### config.mk
export PLATFORM = sky130hd
export DESIGN_NAME = divider_timer_peripheral_unit
export DESIGN_NICKNAME = d
export VERILOG_FILES = /design/src/rtl/dtp_pkg.sv /design/src/rtl/dtp_in_stage.sv /design/src/rtl/dtp_core.sv /design/src/rtl/dtp_out_stage.sv /design/src/rtl/divider_timer_peripheral_unit.sv
export SDC_FILE = /design/constraint.sdc
export NUM_CORES = 1
export LEC_CHECK = 0
export BUFFER_PORTS_ARGS = -buffer_cell sky130_fd_sc_hd__buf_2
export CAP_MARGIN = 0
export CORE_MARGIN = 2
export CORE_UTILIZATION = 50
export DETAILED_ROUTE_END_ITERATION = 6
export GPL_TIMING_DRIVEN = 0
export PLACE_DENSITY = 0.68
export SLEW_MARGIN = 20
export SYNTH_ARGS = -nofsm -noshare
export SYNTH_HDL_FRONTEND = slang
export SYNTH_SLANG_ARGS = --single-unit
### constraint.sdc
create_clock -name clock -period 7 [get_ports clock]
set_input_delay 2.1 -clock clock [delete_from_list [all_inputs] [get_ports clock]]
set_output_delay 2.1 -clock clock [all_outputs]
set_load 0.005 [all_outputs]
### src/rtl/dtp_pkg.sv
package dtp_pkg;

   // Command codes carried on the request channel
   typedef enum logic [1:0] {
      CMD_TICK  = 2'd0,
      CMD_READ  = 2'd1,
      CMD_WRITE = 2'd2
   } cmd_type;

   // Register select codes
   typedef enum logic [1:0] {
      REG_DIV  = 2'd0,
      REG_TIMA = 2'd1,
      REG_TMA  = 2'd2,
      REG_TAC  = 2'd3
   } reg_sel_type;

   localparam int DIV_WIDTH  = 16;
   localparam int TAP_WIDTH  = 10;
   localparam int DATA_WIDTH = 8;

   localparam logic [DIV_WIDTH-1:0] DIV_STEP   = 16'h0004;
   localparam logic [TAP_WIDTH-1:0] TAP_RESET  = 10'h200;
   localparam int                   TAC_ENABLE = 2;

   // One request beat as held in the input register
   typedef struct packed {
      cmd_type                 cmd;
      reg_sel_type             reg_sel;
      logic [DATA_WIDTH-1:0]   wdata;
   } req_beat_type;

   // One response beat
   typedef struct packed {
      logic [DATA_WIDTH-1:0]   rdata;
      logic                    timer_irq;
   } rsp_beat_type;

   // Divider bit watched for each TAC clock select
   function automatic logic [TAP_WIDTH-1:0] tap_select(input logic [1:0] clk_sel);
      logic [TAP_WIDTH-1:0] mask;
      case (clk_sel)
         2'd0:    mask = 10'h200;
         2'd1:    mask = 10'h008;
         2'd2:    mask = 10'h020;
         default: mask = 10'h080;
      endcase
      return mask;
   endfunction

endpackage

### src/rtl/dtp_in_stage.sv
module dtp_in_stage
   import dtp_pkg::*;
(
   input  logic                  clock,
   input  logic                  reset,
   input  logic                  req_valid,
   output logic                  req_ready,
   input  logic [1:0]            req_cmd,
   input  logic [1:0]            req_reg_sel,
   input  logic [DATA_WIDTH-1:0] req_wdata,
   input  logic                  take,
   output logic                  beat_valid,
   output req_beat_type          beat
);

   logic         valid_ff, valid_in;
   req_beat_type beat_ff;

   // Stage is free when empty or when its beat moves on this cycle
   assign req_ready  = !valid_ff || take;
   assign valid_in   = req_ready ? req_valid : valid_ff;
   assign beat_valid = valid_ff;
   assign beat       = beat_ff;

   always_ff @(posedge clock) begin
      if (reset) begin
         valid_ff <= 1'b0;
      end else begin
         valid_ff <= valid_in;
      end
   end

   // Payload capture, no reset
   always_ff @(posedge clock) begin
      if (req_ready && req_valid) begin
         beat_ff.cmd     <= cmd_type'(req_cmd);
         beat_ff.reg_sel <= reg_sel_type'(req_reg_sel);
         beat_ff.wdata   <= req_wdata;
      end
   end

endmodule

### src/rtl/dtp_core.sv
module dtp_core
   import dtp_pkg::*;
(
   input  logic         clock,
   input  logic         reset,
   input  logic         fire,
   input  req_beat_type beat,
   output rsp_beat_type result
);

   logic [DIV_WIDTH-1:0]  div_count_ff,  div_count_in;
   logic [DATA_WIDTH-1:0] div_byte_ff,   div_byte_in;
   logic [DATA_WIDTH-1:0] tima_ff,       tima_in;
   logic [DATA_WIDTH-1:0] tma_ff,        tma_in;
   logic [DATA_WIDTH-1:0] tac_ff,        tac_in;
   logic [TAP_WIDTH-1:0]  tap_mask_ff,   tap_mask_in;
   logic                  last_tap_ff,   last_tap_in;
   logic                  ovf_pend_ff,   ovf_pend_in;

   logic [DIV_WIDTH-1:0]  div_step;
   logic [DATA_WIDTH-1:0] tima_base;
   logic [DATA_WIDTH-1:0] tima_inc;
   logic                  tap_now;

   // Tick datapath pieces
   assign div_step  = div_count_ff + DIV_STEP;
   assign tap_now   = |(div_step[TAP_WIDTH-1:0] & tap_mask_ff);
   assign tima_base = ovf_pend_ff ? tma_ff : tima_ff;
   assign tima_inc  = tima_base + 8'd1;

   // Next state and response for the beat in the input register
   always_comb begin
      div_count_in     = div_count_ff;
      div_byte_in      = div_byte_ff;
      tima_in          = tima_ff;
      tma_in           = tma_ff;
      tac_in           = tac_ff;
      tap_mask_in      = tap_mask_ff;
      last_tap_in      = last_tap_ff;
      ovf_pend_in      = ovf_pend_ff;
      result.rdata     = '0;
      result.timer_irq = 1'b0;

      unique case (beat.cmd)
         CMD_TICK: begin
            result.timer_irq = ovf_pend_ff;
            ovf_pend_in      = 1'b0;
            tima_in          = tima_base;
            div_count_in     = div_step;
            div_byte_in      = div_step[DIV_WIDTH-1 -: DATA_WIDTH];
            if (tac_ff[TAC_ENABLE]) begin
               // falling edge of the tapped divider bit
               if (last_tap_ff && !tap_now) begin
                  tima_in = tima_inc;
                  if (tima_inc == '0) begin
                     ovf_pend_in = 1'b1;
                  end
               end
               last_tap_in = tap_now;
            end
         end
         CMD_READ: begin
            unique case (beat.reg_sel)
               REG_DIV:  result.rdata = div_byte_ff;
               REG_TIMA: result.rdata = tima_ff;
               REG_TMA:  result.rdata = tma_ff;
               REG_TAC:  result.rdata = tac_ff;
               default:  result.rdata = '0;
            endcase
         end
         CMD_WRITE: begin
            unique case (beat.reg_sel)
               REG_DIV:  div_count_in = '0;
               REG_TIMA: tima_in      = beat.wdata;
               REG_TMA:  tma_in       = beat.wdata;
               REG_TAC: begin
                  tac_in      = beat.wdata;
                  tap_mask_in = tap_select(beat.wdata[1:0]);
               end
               default: ;
            endcase
         end
         default: ;
      endcase
   end

   // Timer state, updated once per beat
   always_ff @(posedge clock) begin
      if (reset) begin
         div_count_ff <= '0;
         div_byte_ff  <= '0;
         tima_ff      <= '0;
         tma_ff       <= '0;
         tac_ff       <= '0;
         tap_mask_ff  <= TAP_RESET;
         last_tap_ff  <= 1'b0;
         ovf_pend_ff  <= 1'b0;
      end else if (fire) begin
         div_count_ff <= div_count_in;
         div_byte_ff  <= div_byte_in;
         tima_ff      <= tima_in;
         tma_ff       <= tma_in;
         tac_ff       <= tac_in;
         tap_mask_ff  <= tap_mask_in;
         last_tap_ff  <= last_tap_in;
         ovf_pend_ff  <= ovf_pend_in;
      end
   end

endmodule

### src/rtl/dtp_out_stage.sv
module dtp_out_stage
   import dtp_pkg::*;
(
   input  logic                  clock,
   input  logic                  reset,
   input  logic                  beat_valid,
   input  rsp_beat_type          result,
   output logic                  take,
   output logic                  rsp_valid,
   input  logic                  rsp_ready,
   output logic [DATA_WIDTH-1:0] rsp_rdata,
   output logic                  rsp_timer_irq
);

   logic         valid_ff, valid_in;
   rsp_beat_type result_ff;

   // Result register may reload when empty or being drained
   assign take          = !valid_ff || rsp_ready;
   assign valid_in      = take ? beat_valid : valid_ff;
   assign rsp_valid     = valid_ff;
   assign rsp_rdata     = result_ff.rdata;
   assign rsp_timer_irq = result_ff.timer_irq;

   always_ff @(posedge clock) begin
      if (reset) begin
         valid_ff <= 1'b0;
      end else begin
         valid_ff <= valid_in;
      end
   end

   always_ff @(posedge clock) begin
      if (take && beat_valid) begin
         result_ff <= result;
      end
   end

endmodule

### src/rtl/divider_timer_peripheral_unit.sv
// Channel   Ports                                   Direction
// req       req_valid/ready, cmd, reg_sel, wdata    in   (tick, read, write)
// rsp       rsp_valid/ready, rdata, timer_irq       out  (one beat per req beat)
//
// One response beat per request beat, passing the input register,
// combinational timer update logic, then the result register. Throughput is
// one beat per clock while the rsp channel is not stalled.
// Synchronous active-high reset clears both stage valids and resets all timer state.
// A stalled rsp channel holds the result; req_ready drops only when both
// registers are full and rsp_ready is low.
module divider_timer_peripheral_unit
   import dtp_pkg::*;
(
   input  logic                  clock,
   input  logic                  reset,
   input  logic                  req_valid,
   output logic                  req_ready,
   input  logic [1:0]            req_cmd,
   input  logic [1:0]            req_reg_sel,
   input  logic [DATA_WIDTH-1:0] req_wdata,
   output logic                  rsp_valid,
   input  logic                  rsp_ready,
   output logic [DATA_WIDTH-1:0] rsp_rdata,
   output logic                  rsp_timer_irq
);

   logic         take;
   logic         beat_valid;
   req_beat_type beat;
   rsp_beat_type result;

   dtp_in_stage u_in_stage (
      .clock       (clock),
      .reset       (reset),
      .req_valid   (req_valid),
      .req_ready   (req_ready),
      .req_cmd     (req_cmd),
      .req_reg_sel (req_reg_sel),
      .req_wdata   (req_wdata),
      .take        (take),
      .beat_valid  (beat_valid),
      .beat        (beat)
   );

   // State commits exactly when the beat moves into the result register
   dtp_core u_core (
      .clock  (clock),
      .reset  (reset),
      .fire   (beat_valid && take),
      .beat   (beat),
      .result (result)
   );

   dtp_out_stage u_out_stage (
      .clock         (clock),
      .reset         (reset),
      .beat_valid    (beat_valid),
      .result        (result),
      .take          (take),
      .rsp_valid     (rsp_valid),
      .rsp_ready     (rsp_ready),
      .rsp_rdata     (rsp_rdata),
      .rsp_timer_irq (rsp_timer_irq)
   );

endmodule

==> results.md <==
* Status: finished clean
* Max_cap viols at 0
* Row cnt at 31
* Endpoint class of the critical path: primary output
* Power Density at between 200 and 250 mW/mm2
* Vias in the first global route at approximately 2900
* Crit-path leading delay family: simple AND/OR/NAND/NOR gates
* Ant. Diodes at 0
* Period utilisation layout at 70.9%
* Most frequent cells in the layout: 54 x dfxtp_1, 46 x nor2_1, 29 x nand2_1, 29 x buf_2, 22 x mux2i_1
* RSZ-0062 raised after global routing: no
* Post-route ant nets at 0
* Hold WC Path Type: reg2reg
* Hold Path Depth at 2
* Mapped Area at 0.00378 mm2
* Highest clock rate at 201 MHz
* Slowest CP cell: nor2b_1
* Vias at roughly 3200
* TritonRoute pass-1 iters at 5
* Startpoint class of the critical path: input pin
* Crit Path Class: in2out
* Setup TNS at 0 ns
* Fraction of layout cells with a size suffix above 1 at 16.4%
* DRC Markers at 0
* Core area at 0.00729 mm2
* GRT Residual Overflow at 0
* CTS Root Cell: clkbuf_8
* Later-pin clock latency in the skew report at roughly 0.35 ns
* Commonest non-fill, non-tap cell in the layout: dfxtp_1
* Post-route cell area at 0.00428 mm2
* Dominant cells by area after synthesis: dfxtp_1 29%, edfxtp_1 17%, mux2i_1 5.8%
* Layout Nets at 440
* Setup violations, final at 0
* Clock transition at path regs at 0.08 ns
* Die H at between 90 and 100 um
* Reg2Reg Depth at 8
* Synth Register Bits at between 70 and 80
* Worst clock skew at about 0.011 ns
* Hold slack at 0.473 ns
* Final Hold Fails at 0
* FFs w/ async S/R, synth at 0%
* Initial drt markers at a little over 300
* Post-synthesis sequential area ratio at a little under half
* Crit path time final at 4.96 ns
* WL/cell at 18.0 um
* Worst EP arrival at roughly 2.9 ns
* Total I/O pin count at 27
* LEAKAGE at approximately 0.0015 uW
* Relative slew margins at 31.6%
* Tot GR Track Use at 23.6%
* CTS Hold Bufs at 0
* Syn avg cell area at 9.82 um2
* Post-Syn Instances at about 390
* Yosys cell types at 58
* Largest net degree at the start of global routing at 14
* Slew @ Worst Pin at around 1 ns
* Final slew viol count at 0
* Finished Core Util at 58.7%
* Starting Density at slightly above 50%
* Worst-case clock buffer depth at 2
* First-pass GRT wire length at 15.2 mm
* Number of buffer cells added on primary ports at 26
* Clock buffer count from CTS at 9
* Initial antenna violation count at 0
* Die width at slightly above 90 um
* GPL Wtd Cong at 0.975
* Sum of buffers and inverters on the critical path at 2
* Overall power at roughly 900 uW
* Crit-path most repeated cell: buf_2
* Peak VDD IR at 128 uV
* Synth warn at 0
* Critical Path Fanout Max at 6
* Vias per std cell at around 6.0
* Cts repair resizes at 0
* Top FF cell, synth: dfxtp_1
* Area Growth Syn to Fin at 13.2%
* Cell breakdown of the critical path: buf_2 > nor2b_1 > nand2_1 > buf_2
* Yosys top cell area share at 28.6%
* Crit. path cell count at 4
* Routed wire length at between 9 and 10 mm
* EDFF count, synth at 21
* Crit-path max cell delay at 0.39 ns
* Net Count, Synth at slightly above 400
* Area after DPL at 0.00404 mm2
* Critical Path RT at 4.90 ns
* Max H-tree Level at 3
* Clock Sinks at 75
* Post-CTS Setup Inserts at 0
* Die ar. at approximately 0.0083 mm2
* Final HPWL DP at 6.93 mm
* Largest area contributor in the netlist: dfxtp_1
* TritonCTS clock tree: built
## synth_stat cells, drive strengths merged, types with 10 or more instances
| master | count |
|---|---|
| a211oi | 12 |
| a21oi | 17 |
| and3 | 14 |
| clkbuf | 18 |
| dfxtp | 54 |
| edfxtp | 21 |
| mux2i | 22 |
| nand2 | 29 |
| nor2 | 47 |
| nor3 | 10 |
| o21ai | 14 |
## through the flow
stage                     std cells  setup slack (ns)
after CTS                       526              2.03
after global placement          510              2.05
after detailed placement        510              2.05
after global routing            526              1.92
after floorplan                 385              2.37
final                           526              2.04
## power by group
group	internal (uW)	switching, uW
logic	20.2	33.4
registers	457	9.32
clock network	233	167
total	710	209
## tightest hold or removal path, stage by stage, from the launching register on
cell	delay [ns]
dfxtp_1	0.32
nand2_1	0.06
a21oi_1	0.05
## sequential cells by signal, indices dropped and copies added, names as in the netlist
name / flops
u_core.div_byte_ff: 8
u_core.div_count_ff: 14
u_out_stage.rsp_valid: 1
u_in_stage.beat: 12
u_core.tima_ff: 8
u_out_stage.rsp_timer_irq: 1
u_in_stage.beat_valid: 1
u_out_stage.rsp_rdata: 8
u_core.tma_ff: 8
u_core.tap_mask_ff: 4
u_core.last_tap_ff: 1
u_core.ovf_pend_ff: 1
u_core.tac_ff: 8
## kinds of logic (layout without fill, tap and decap cells)
group	Yosys count	after routing	synth area share, %
flip-flops	75	75	45.3
AND/OR/NAND/NOR	161	161	23.1
AO/OA/AOI/OAI	76	76	14.0
XOR/XNOR	9	9	2.08
multiplexers	35	35	12.1
buffers and inverters	27	69	2.78
adder cells (fa/ha/maj)	2	2	0.662
## layout make-up
class	instances	area (um2)
Inverter	5	18.8
Buffer	22	86.3
Sequential cell	75	1710
Clock buffer	11	163
Fill cell	676	3010
Timing Repair Buffer	26	130
Clock inverter	5	81.3
Tap cell	99	124
Multi-Input combinational cell	283	1960
## routing by layer
layer	part of all wire (%)	global-route usage, %
met1	48	34.1
met2	45	36.2
met4	1.2	7.70
met3	5.6	3.90
met5	0	0
## path summary, 6_finish.rpt
check	to	start	slack, ns
setup / recovery	req_ready	rsp_ready	2.04
hold / removal	u_core.div_count_ff[15]$_SDFFE_PP0P_	u_core.div_count_ff[15]$_SDFFE_PP0P_	0.47
setup reg to reg	u_core.tima_ff[6]$_SDFFE_PP0P_	u_core.ovf_pend_ff$_SDFFE_PP0P_	4.05
hold reg to reg	u_core.div_count_ff[15]$_SDFFE_PP0P_	u_core.div_count_ff[15]$_SDFFE_PP0P_	0.47
(Power assumes the default switching activity.)
